### src/algt_pkg.sv
// shared types and constants for the graph traversal block
package algt_pkg;

   localparam int MaxVertices = 32;
   localparam int MaxArcs     = 128;
   localparam int VtxW        = $clog2(MaxVertices);
   localparam int ArcW        = $clog2(MaxArcs);
   localparam int VcntW       = $clog2(MaxVertices + 1);
   localparam int AcntW       = $clog2(MaxArcs + 1);

   typedef enum logic [1:0] {
      FUNC_VERTEX = 2'd0,
      FUNC_ARC    = 2'd1,
      FUNC_BFS    = 2'd2,
      FUNC_DFS    = 2'd3
   } func_type;

   typedef enum logic [2:0] {
      ST_OK       = 3'd0,
      ST_DUP      = 3'd1,
      ST_UNKNOWN  = 3'd2,
      ST_ARC_FULL = 3'd3,
      ST_EMPTY    = 3'd4
   } status_type;

   typedef enum logic [4:0] {
      S_IDLE,
      S_SEARCH,
      S_SEARCH_WAIT,
      S_INS_VTX,
      S_ARC_CHECK,
      S_ARC1_HEAD,
      S_ARC1_WRITE,
      S_ARC2_HEAD,
      S_ARC2_WRITE,
      S_RESULT,
      S_TR_ROOT,
      S_TR_ROOT_WAIT,
      S_TR_ROOT_VISIT,
      S_TR_POP,
      S_TR_POP_WAIT,
      S_TR_ARC,
      S_TR_ARC_WAIT,
      S_TR_TGT_WAIT,
      S_TR_DONE
   } state_type;

endpackage

### src/algt_store.sv
// graph memories: vertex labels, list heads and arc entries
module algt_store (
   input  logic                      clock,
   input  logic                      lab_we,
   input  logic [algt_pkg::VtxW-1:0] lab_waddr,
   input  logic [7:0]                lab_wdata,
   input  logic [algt_pkg::VtxW-1:0] lab_raddr,
   output logic [7:0]                lab_rdata,
   input  logic                      head_we,
   input  logic [algt_pkg::VtxW-1:0] head_waddr,
   input  logic [algt_pkg::ArcW:0]   head_wdata,
   input  logic [algt_pkg::VtxW-1:0] head_raddr,
   output logic [algt_pkg::ArcW:0]   head_rdata,
   input  logic                      arc_we,
   input  logic [algt_pkg::ArcW-1:0] arc_waddr,
   input  logic [algt_pkg::VtxW+algt_pkg::ArcW:0] arc_wdata,
   input  logic [algt_pkg::ArcW-1:0] arc_raddr,
   output logic [algt_pkg::VtxW+algt_pkg::ArcW:0] arc_rdata
);

   logic [7:0]                                 lab_mem  [algt_pkg::MaxVertices];
   logic [algt_pkg::ArcW:0]                    head_mem [algt_pkg::MaxVertices];
   logic [algt_pkg::VtxW+algt_pkg::ArcW:0]     arc_mem  [algt_pkg::MaxArcs];

   always_ff @(posedge clock) begin
      if (lab_we) begin
         lab_mem[lab_waddr] <= lab_wdata;
      end
      lab_rdata <= lab_mem[lab_raddr];
   end

   always_ff @(posedge clock) begin
      if (head_we) begin
         head_mem[head_waddr] <= head_wdata;
      end
      head_rdata <= head_mem[head_raddr];
   end

   always_ff @(posedge clock) begin
      if (arc_we) begin
         arc_mem[arc_waddr] <= arc_wdata;
      end
      arc_rdata <= arc_mem[arc_raddr];
   end

endmodule

### src/algt_work.sv
// traversal work store: queue or stack of vertex and list position
module algt_work (
   input  logic                      clock,
   input  logic                      we,
   input  logic [algt_pkg::VtxW-1:0] waddr,
   input  logic [algt_pkg::VtxW+algt_pkg::ArcW:0] wdata,
   input  logic [algt_pkg::VtxW-1:0] raddr,
   output logic [algt_pkg::VtxW+algt_pkg::ArcW:0] rdata
);

   logic [algt_pkg::VtxW+algt_pkg::ArcW:0] mem [algt_pkg::MaxVertices];

   always_ff @(posedge clock) begin
      if (we) begin
         mem[waddr] <= wdata;
      end
      rdata <= mem[raddr];
   end

endmodule

### src/adjacency_list_graph_traversal.sv
// top level: graph store with vertex and arc insert, breadth and depth first walks
// An insert first searches the stored labels, then writes the vertex or the arc (two
// arcs if undirected; a rejected arc writes nothing), and gives one item with last set.
// A traversal emits one item per vertex (one ST_EMPTY item for an empty graph); its
// pace is set by the registered reads of the memories, and a depth first walk rereads
// the stack top after each arc walked.
// busy falls in the cycle that shows the item with last set; rsp_valid is high for
// one cycle per item and the receiver cannot stall. Configuration (csr_) only while
// busy is low.
module adjacency_list_graph_traversal (
   input  logic       clock,
   input  logic       reset,
   input  logic       start,
   output logic       busy,
   input  logic [1:0] req_func,
   input  logic [7:0] req_vertex_label,
   input  logic [7:0] req_second_label,
   input  logic       csr_we,
   input  logic       csr_undirected,
   output logic       rsp_valid,
   output logic [7:0] rsp_out_label,
   output logic [2:0] rsp_status,
   output logic       rsp_last
);

   localparam int VW = algt_pkg::VtxW;
   localparam int AW = algt_pkg::ArcW;

   algt_pkg::state_type state_ff, state_in;

   logic                     undirected_ff;
   logic [1:0]               func_ff;
   logic [7:0]               a_ff, b_ff;
   logic [algt_pkg::VcntW-1:0] vcnt_ff;
   logic [algt_pkg::AcntW-1:0] acnt_ff;
   logic [algt_pkg::VcntW-1:0] idx_ff;
   logic                     a_found_ff, b_found_ff;
   logic [VW-1:0]            s_ff, d_ff;
   logic [algt_pkg::MaxVertices-1:0] visited_ff;
   logic [algt_pkg::VcntW-1:0] qh_ff, qt_ff;
   logic [VW-1:0]            u_ff, t_ff;
   logic                     pos_ok_ff;
   logic [AW-1:0]            pos_ff;
   logic                     rv_ff, rl_ff;
   logic                     rv_in;
   logic [7:0]               rlab_ff;
   logic [2:0]               rst_ff;
   logic                     pend_ff;
   logic [7:0]               plab_ff;

   // memory ports
   logic                     lab_we, head_we, arc_we, wk_we;
   logic [VW-1:0]            lab_waddr, lab_raddr, head_waddr, head_raddr, wk_waddr, wk_raddr;
   logic [7:0]               lab_wdata, lab_rdata;
   logic [AW:0]              head_wdata, head_rdata;
   logic [AW-1:0]            arc_waddr, arc_raddr;
   logic [VW+AW:0]           arc_wdata, arc_rdata, wk_wdata, wk_rdata;

   algt_store u_store (
      .clock, .lab_we, .lab_waddr, .lab_wdata, .lab_raddr, .lab_rdata,
      .head_we, .head_waddr, .head_wdata, .head_raddr, .head_rdata,
      .arc_we, .arc_waddr, .arc_wdata, .arc_raddr, .arc_rdata
   );

   algt_work u_work (
      .clock, .we(wk_we), .waddr(wk_waddr), .wdata(wk_wdata),
      .raddr(wk_raddr), .rdata(wk_rdata)
   );

   logic is_dfs;
   logic [VW-1:0] idx_v, arc_t;
   logic [AW-1:0] arc_nx;
   logic          arc_ok;
   logic          t_new;

   assign is_dfs = (func_ff == algt_pkg::FUNC_DFS);
   assign idx_v  = idx_ff[VW-1:0];
   assign arc_t  = arc_rdata[VW+AW:AW+1];
   assign arc_ok = arc_rdata[AW];
   assign arc_nx = arc_rdata[AW-1:0];
   assign t_new  = ({1'b0, t_ff} < vcnt_ff) && !visited_ff[t_ff];
   assign busy   = (state_ff != algt_pkg::S_IDLE);

   assign rv_in = (state_ff == algt_pkg::S_RESULT) || (state_ff == algt_pkg::S_TR_DONE) ||
                  (pend_ff && state_ff == algt_pkg::S_TR_ROOT_VISIT) ||
                  (pend_ff && state_ff == algt_pkg::S_TR_TGT_WAIT && t_new &&
                   qt_ff < algt_pkg::MaxVertices);

   // next state
   always_comb begin
      state_in = state_ff;
      unique case (state_ff)
         algt_pkg::S_IDLE: begin
            if (start) begin
               state_in = algt_pkg::S_SEARCH;
            end
         end
         algt_pkg::S_SEARCH: begin
            if (func_ff == algt_pkg::FUNC_BFS || func_ff == algt_pkg::FUNC_DFS) begin
               state_in = (vcnt_ff == '0) ? algt_pkg::S_RESULT : algt_pkg::S_TR_ROOT;
            end else if (idx_ff == vcnt_ff) begin
               state_in = (func_ff == algt_pkg::FUNC_VERTEX) ? algt_pkg::S_INS_VTX
                                                            : algt_pkg::S_ARC_CHECK;
            end else begin
               state_in = algt_pkg::S_SEARCH_WAIT;
            end
         end
         algt_pkg::S_SEARCH_WAIT: state_in = algt_pkg::S_SEARCH;
         algt_pkg::S_INS_VTX:     state_in = algt_pkg::S_RESULT;
         algt_pkg::S_ARC_CHECK: begin
            if (!a_found_ff || !b_found_ff ||
                (acnt_ff + (undirected_ff ? 2 : 1)) > algt_pkg::MaxArcs) begin
               state_in = algt_pkg::S_RESULT;
            end else begin
               state_in = algt_pkg::S_ARC1_HEAD;
            end
         end
         algt_pkg::S_ARC1_HEAD:  state_in = algt_pkg::S_ARC1_WRITE;
         algt_pkg::S_ARC1_WRITE:
            state_in = undirected_ff ? algt_pkg::S_ARC2_HEAD : algt_pkg::S_RESULT;
         algt_pkg::S_ARC2_HEAD:  state_in = algt_pkg::S_ARC2_WRITE;
         algt_pkg::S_ARC2_WRITE: state_in = algt_pkg::S_RESULT;
         algt_pkg::S_RESULT:     state_in = algt_pkg::S_IDLE;
         algt_pkg::S_TR_ROOT: begin
            if (idx_ff == vcnt_ff) begin
               state_in = algt_pkg::S_TR_DONE;
            end else if (visited_ff[idx_v]) begin
               state_in = algt_pkg::S_TR_ROOT;
            end else begin
               state_in = algt_pkg::S_TR_ROOT_WAIT;
            end
         end
         algt_pkg::S_TR_ROOT_WAIT:  state_in = algt_pkg::S_TR_ROOT_VISIT;
         algt_pkg::S_TR_ROOT_VISIT: state_in = algt_pkg::S_TR_POP;
         algt_pkg::S_TR_POP: begin
            if (is_dfs ? (qt_ff == '0) : (qh_ff == qt_ff)) begin
               state_in = algt_pkg::S_TR_ROOT;
            end else begin
               state_in = algt_pkg::S_TR_POP_WAIT;
            end
         end
         algt_pkg::S_TR_POP_WAIT: state_in = algt_pkg::S_TR_ARC;
         algt_pkg::S_TR_ARC: begin
            if (!pos_ok_ff) begin
               state_in = algt_pkg::S_TR_POP;
            end else begin
               state_in = algt_pkg::S_TR_ARC_WAIT;
            end
         end
         algt_pkg::S_TR_ARC_WAIT: state_in = algt_pkg::S_TR_TGT_WAIT;
         algt_pkg::S_TR_TGT_WAIT: begin
            state_in = is_dfs ? algt_pkg::S_TR_POP : algt_pkg::S_TR_ARC;
         end
         algt_pkg::S_TR_DONE: state_in = algt_pkg::S_IDLE;
         default: state_in = algt_pkg::S_IDLE;
      endcase
   end

   // memory addressing and writes
   always_comb begin
      lab_we = 1'b0; lab_waddr = vcnt_ff[VW-1:0]; lab_wdata = a_ff;
      lab_raddr = idx_v;
      head_we = 1'b0; head_waddr = s_ff; head_wdata = {1'b1, acnt_ff[AW-1:0]};
      head_raddr = idx_v;
      arc_we = 1'b0; arc_waddr = acnt_ff[AW-1:0];
      arc_wdata = {d_ff, head_rdata};
      arc_raddr = pos_ff;
      wk_we = 1'b0; wk_waddr = qt_ff[VW-1:0]; wk_wdata = {u_ff, pos_ok_ff, pos_ff};
      wk_raddr = is_dfs ? (qt_ff[VW-1:0] - 1'b1) : qh_ff[VW-1:0];
      unique case (state_ff)
         algt_pkg::S_INS_VTX: begin
            if (!a_found_ff && vcnt_ff < algt_pkg::MaxVertices) begin
               lab_we = 1'b1;
               head_we = 1'b1; head_waddr = vcnt_ff[VW-1:0]; head_wdata = '0;
            end
         end
         algt_pkg::S_ARC_CHECK:  head_raddr = s_ff;
         algt_pkg::S_ARC1_HEAD:  head_raddr = s_ff;
         algt_pkg::S_ARC1_WRITE: begin
            arc_we = 1'b1; arc_wdata = {d_ff, head_rdata};
            head_we = 1'b1; head_waddr = s_ff;
            head_raddr = d_ff;
         end
         algt_pkg::S_ARC2_HEAD: head_raddr = d_ff;
         algt_pkg::S_ARC2_WRITE: begin
            arc_we = 1'b1; arc_wdata = {s_ff, head_rdata};
            head_we = 1'b1; head_waddr = d_ff;
         end
         algt_pkg::S_TR_ROOT_WAIT: ;
         algt_pkg::S_TR_ROOT_VISIT: begin
            wk_we = 1'b1; wk_waddr = '0;
            wk_wdata = {idx_v, head_rdata};
         end
         algt_pkg::S_TR_ARC_WAIT: begin
            lab_raddr = arc_t; head_raddr = arc_t;
            if (is_dfs) begin
               wk_we = 1'b1; wk_waddr = qt_ff[VW-1:0] - 1'b1;
               wk_wdata = {u_ff, arc_ok, arc_nx};
            end
         end
         algt_pkg::S_TR_TGT_WAIT: begin
            if (t_new && qt_ff < algt_pkg::MaxVertices) begin
               wk_we = 1'b1; wk_waddr = qt_ff[VW-1:0];
               wk_wdata = {t_ff, head_rdata};
            end
         end
         default: ;
      endcase
   end

   // control and data registers
   always_ff @(posedge clock) begin
      if (reset) begin
         state_ff <= algt_pkg::S_IDLE;
         undirected_ff <= 1'b0;
         vcnt_ff <= '0;
         acnt_ff <= '0;
         rv_ff <= 1'b0;
         pend_ff <= 1'b0;
      end else begin
         state_ff <= state_in;
         rv_ff <= rv_in;
         if (csr_we) begin
            undirected_ff <= csr_undirected;
         end
         unique case (state_ff)
            algt_pkg::S_IDLE: begin
               if (start) begin
                  func_ff <= req_func;
                  a_ff <= req_vertex_label;
                  b_ff <= req_second_label;
                  idx_ff <= '0;
                  a_found_ff <= 1'b0;
                  b_found_ff <= 1'b0;
                  visited_ff <= '0;
                  qh_ff <= '0;
                  qt_ff <= '0;
                  pend_ff <= 1'b0;
               end
            end
            algt_pkg::S_SEARCH: ;
            algt_pkg::S_SEARCH_WAIT: begin
               if (lab_rdata == a_ff && !a_found_ff) begin
                  a_found_ff <= 1'b1; s_ff <= idx_v;
               end
               if (lab_rdata == b_ff && !b_found_ff) begin
                  b_found_ff <= 1'b1; d_ff <= idx_v;
               end
               idx_ff <= idx_ff + 1'b1;
            end
            algt_pkg::S_INS_VTX: begin
               rlab_ff <= '0;
               if (!a_found_ff && vcnt_ff < algt_pkg::MaxVertices) begin
                  vcnt_ff <= vcnt_ff + 1'b1;
                  rst_ff <= algt_pkg::ST_OK;
               end else begin
                  rst_ff <= algt_pkg::ST_DUP;
               end
            end
            algt_pkg::S_ARC_CHECK: begin
               rlab_ff <= '0;
               if (!a_found_ff || !b_found_ff) begin
                  rst_ff <= algt_pkg::ST_UNKNOWN;
               end else if ((acnt_ff + (undirected_ff ? 2 : 1)) > algt_pkg::MaxArcs) begin
                  rst_ff <= algt_pkg::ST_ARC_FULL;
               end else begin
                  rst_ff <= algt_pkg::ST_OK;
               end
            end
            algt_pkg::S_ARC1_WRITE, algt_pkg::S_ARC2_WRITE: acnt_ff <= acnt_ff + 1'b1;
            algt_pkg::S_RESULT: begin
               rl_ff <= 1'b1;
               if (func_ff == algt_pkg::FUNC_BFS || func_ff == algt_pkg::FUNC_DFS) begin
                  rlab_ff <= '0; rst_ff <= algt_pkg::ST_EMPTY;
               end
            end
            algt_pkg::S_TR_ROOT: begin
               if (idx_ff != vcnt_ff && visited_ff[idx_v]) begin
                  idx_ff <= idx_ff + 1'b1;
               end
               qh_ff <= '0; qt_ff <= '0;
            end
            algt_pkg::S_TR_ROOT_VISIT: begin
               if (pend_ff) begin
                  rlab_ff <= plab_ff; rst_ff <= algt_pkg::ST_OK;
                  rl_ff <= 1'b0;
               end
               pend_ff <= 1'b1; plab_ff <= lab_rdata;
               visited_ff[idx_v] <= 1'b1;
               qt_ff <= algt_pkg::VcntW'(1);
               idx_ff <= idx_ff + 1'b1;
            end
            algt_pkg::S_TR_POP: begin
               if (is_dfs) begin
                  if (qt_ff != '0) ; // top read issued
               end
            end
            algt_pkg::S_TR_POP_WAIT: begin
               u_ff <= wk_rdata[VW+AW:AW+1];
               pos_ok_ff <= wk_rdata[AW];
               pos_ff <= wk_rdata[AW-1:0];
               if (!is_dfs) begin
                  qh_ff <= qh_ff + 1'b1;
               end else if (!wk_rdata[AW]) begin
                  qt_ff <= qt_ff - 1'b1;
               end
            end
            algt_pkg::S_TR_ARC: ;
            algt_pkg::S_TR_ARC_WAIT: begin
               t_ff <= arc_t;
               pos_ok_ff <= arc_ok;
               pos_ff <= arc_nx;
            end
            algt_pkg::S_TR_TGT_WAIT: begin
               if (t_new && qt_ff < algt_pkg::MaxVertices) begin
                  if (pend_ff) begin
                     rlab_ff <= plab_ff; rst_ff <= algt_pkg::ST_OK;
                     rl_ff <= 1'b0;
                  end
                  pend_ff <= 1'b1; plab_ff <= lab_rdata;
                  visited_ff[t_ff] <= 1'b1;
                  qt_ff <= qt_ff + 1'b1;
               end
            end
            algt_pkg::S_TR_DONE: begin
               rlab_ff <= plab_ff; rst_ff <= algt_pkg::ST_OK;
               rl_ff <= 1'b1; pend_ff <= 1'b0;
            end
            default: ;
         endcase
      end
   end

   assign rsp_valid     = rv_ff;
   assign rsp_out_label = rlab_ff;
   assign rsp_status    = rst_ff;
   assign rsp_last      = rl_ff;

   a_last_ends: assert property (@(posedge clock) disable iff (reset)
      rsp_valid && rsp_last |-> !busy) else $error("busy after last item");
   a_no_start_busy: assert property (@(posedge clock) disable iff (reset)
      (start && !busy) |=> busy) else $error("start not taken");
   a_counts: assert property (@(posedge clock) disable iff (reset)
      vcnt_ff <= algt_pkg::MaxVertices && acnt_ff <= algt_pkg::MaxArcs)
      else $error("count overflow");

endmodule

### config.mk
export PLATFORM = sky130hd
export DESIGN_NAME = adjacency_list_graph_traversal
export DESIGN_NICKNAME = d
export VERILOG_FILES = /design/src/algt_pkg.sv /design/src/algt_store.sv /design/src/algt_work.sv /design/src/adjacency_list_graph_traversal.sv
export SDC_FILE = /design/constraint.sdc
export NUM_CORES = 2
export LEC_CHECK = 0
export ABC_AREA = 1
export BUFFER_PORTS_ARGS = -buffer_cell sky130_fd_sc_hd__buf_2
export CORE_MARGIN = 5
export CORE_UTILIZATION = 37
export DETAILED_ROUTE_END_ITERATION = 10
export PLACE_DENSITY = 0.49
export SLEW_MARGIN = 20
export SYNTH_ARGS = -nofsm -noshare
export SYNTH_HDL_FRONTEND = slang
export SYNTH_HIERARCHICAL = 1
export SYNTH_SLANG_ARGS = --single-unit
### constraint.sdc
create_clock -name clock -period 14.7 [get_ports clock]
set_clock_uncertainty 0.15 [all_clocks]
set_input_delay 1.47 -clock clock [delete_from_list [all_inputs] [get_ports clock]]
set_output_delay 1.47 -clock clock [all_outputs]
set_load 0.1 [all_outputs]
==> flow_summary.json <==
{
  "cts_resized": 0,
  "synth_cells": 9243,
  "grt_usage_pct": 20.4,
  "h-tree-depth": 5,
  "cts_root_buf": "clkbuf_16",
  "grt_pass1_vias": 67700,
  "die_w_um": 549,
  "drive_above_1_share_pct": 8.13,
  "vias_per_cell": 5.34,
  "synth_area_per_cell_um2": 11.6,
  "vias": 71100,
  "coreArea_um2": 290000,
  "drt_first_pass_iters": 6,
  "wl_um": 317000,
  "cp.required_ns": 15.35,
  "drc": 0,
  "gp_congestion": 0.884,
  "total_power_uw": 17400,
  "cts_sinks": 2604,
  "critPathLaunchType": "flop",
  "detail-route-antenna-nets": 0,
  "start_util_pct": 37.1,
  "syn_nets": 9288,
  "irDropWorstVdd_mv": 0.108,
  "portBuffers": 36,
  "clk_pin_slew_ns": 0.06,
  "switching_share_pct": 25.1,
  "total_switching_power_uw": 4360,
  "cellPowerDensity_nw_per_um2": 144,
  "ios": 37,
  "min_period_ns": 5.57,
  "rows": 198,
  "critPathMaxFanout": 216,
  "grt_start_max_net_pins": 217,
  "setup_viol": 0,
  "outcome": "completed",
  "maxSlewViolCount": 0,
  "grt_pass1_wl_um": 468000,
  "area_growth_pct": 12.3,
  "worstSetupPathType": "flop to flop",
  "die_h_um": 549,
  "p_clk_share_pct": 40.5,
  "cts_buffer_depth": 4,
  "antenna_found_initial": 5,
  "dp.final_hpwl_um": 176000,
  "ys_warn_count": 6,
  "cts_buffers": 290,
  "cts_tree": "done",
  "hp-class": "flop to flop",
  "rsz0062_at_grt": "no",
  "maxSlewHeadroom_pct": 21.0,
  "fin_tns_setup_ns": 0,
  "fillCellCount": 27100,
  "p_int_uw": 13000,
  "cap_violations": 0,
  "holdBufCountCts": 0,
  "fmax_mhz": 180,
  "dr.first_iter.drc_count": 7074,
  "cts_setup_buffers": 0,
  "comb_power_share_pct": 8.2,
  "grt_overflow": 0,
  "syn-cell-area_um2": 108000,
  "leakage_uw": 0.0422,
  "seqPwrFrac_pct": 51.3,
  "die_area_um2": 302000,
  "finalHoldViolations": 0,
  "cp-end-kind": "flop",
  "nNetsFinal": 9241,
  "clk_latency_ns": 0.87,
  "worst_pin_slew_ns": 1.18,
  "fin_crit_sh_pct": 37.9,
  "crit_arrival_ns": 6.23,
  "drt-wirelength-per-cell_um": 23.8
}
power by group through the flow:
stage / logic, µW / clock network, µW / registers, µW
after floorplan: 737 / 0 / 9060
after global placement: 1390 / 0 / 9090
after detailed placement: 1430 / 0 / 9080
after CTS: 1440 / 7210 / 8920
after global routing: 1570 / 7530 / 8930
final: 1430 / 7040 / 8910
stage by stage:
| stage | cells | hold WS (ns) | setup WS [ns] | area, µm² | util (%) |
|---|---|---|---|---|---|
| global route | 13300 | 0.366 | 8.77 | 121000 | 41.6 |
| CTS | 13300 | 0.344 | 9.20 | 121000 | 41.6 |
| finish | 13300 | 0.352 | 9.13 | 121000 | 41.6 |
| global placement | 12800 | 0.329 | 9.22 | 112000 | 38.4 |
| floorplan | 9243 | 0.259 | 7.34 | 108000 | - |
| detailed placement | 12800 | 0.334 | 9.19 | 112000 | 38.5 |
area by class of cell:
type                       count  area (µm²)  area share, %
multi-input combinational   5846       26400           21.9
tap                         3900        4880           4.04
inverter                     201         792          0.656
clock inverter               124        1300           1.08
clock buffer                 383        7790           6.45
antenna                        4        10.0        0.00829
timing repair buffer         253        1920           1.59
sequential                  2604       77600           64.3
final timing paths:
kind           startpoint                     to  slack, ns  cells past startpoint
min            plab_ff[3]       rsp_out_label[3]       0.35                      2
min reg2reg    plab_ff[3]       rsp_out_label[3]       0.35                      2
max          arc_raddr[0]  u_store/arc_rdata[10]       9.13                     15
max reg2reg  arc_raddr[0]  u_store/arc_rdata[10]       9.13                     15
routing by layer:
layer  vias to the layer above  share of wire, %  GRT usage [%]
met4                         2               2.5           5.23
met1                     35600                45           29.4
li1                      32700                 -              -
met2                      2422                47           32.5
met3                       449               6.2           2.99
met5                         -            0.0050              0
worst max-delay path, cell delays in order, from the launching register on:
cell and delay [ns]:
edfxtp_1 0.41, buf_12 0.35, inv_16 0.62, buf_4 0.86, buf_4 0.84, buf_4 0.74
nand2_1 0.11, nand3_1 0.10, nand3_1 0.10, nand3_1 0.16, nand2_1 0.08, nand2_1 0.11
nand3_1 0.17, nand2_1 0.12, nand2_1 0.08, nand2_1 0.09
cell usage in the layout (no fill, tap or decap), types with 8 or more instances in the layout:
cell	count
clkinv_2	35
xor2_1	9
xnor2_1	8
nand3_1	1817
nor2_4	8
nor2_2	54
ha_1	20
nand4_1	24
clkbuf_16	295
o21ai_1	29
nand2_1	2649
o21ai_4	8
clkbuf_1	80
o21ai_0	361
nor3_1	34
nor2_1	547
dfxtp_1	51
edfxtp_1	2545
o211ai_1	8
dfxtp_4	8
o22ai_1	43
bufinv_16	19
buf_4	207
inv_1	169
inv_2	21
inv_6	9
nor4_2	9
clkinv_1	52
buf_2	36
a21oi_1	62
o221ai_1	98
clkbuf_8	8
sequential cells by signal (all words and copies together), names as in the netlist, 5 cells and up:
name and count:
u_store/arc_mem 1664, u_store/head_mem 256, u_store/lab_mem 256, u_work/mem 256, visited_ff 32, u_store/arc_rdata 13
a_ff 8, acnt_ff 8, b_ff 8, plab_ff 8, rsp_out_label 8, u_store/head_rdata 8
u_store/lab_rdata 8, u_work/rdata 8, arc_raddr 7, idx_ff 6, qh_ff 6, qt_ff 6
vcnt_ff 6, d_ff 5, s_ff 5, state_ff 5, t_ff 5
Power figures use the tool's default switching activity.
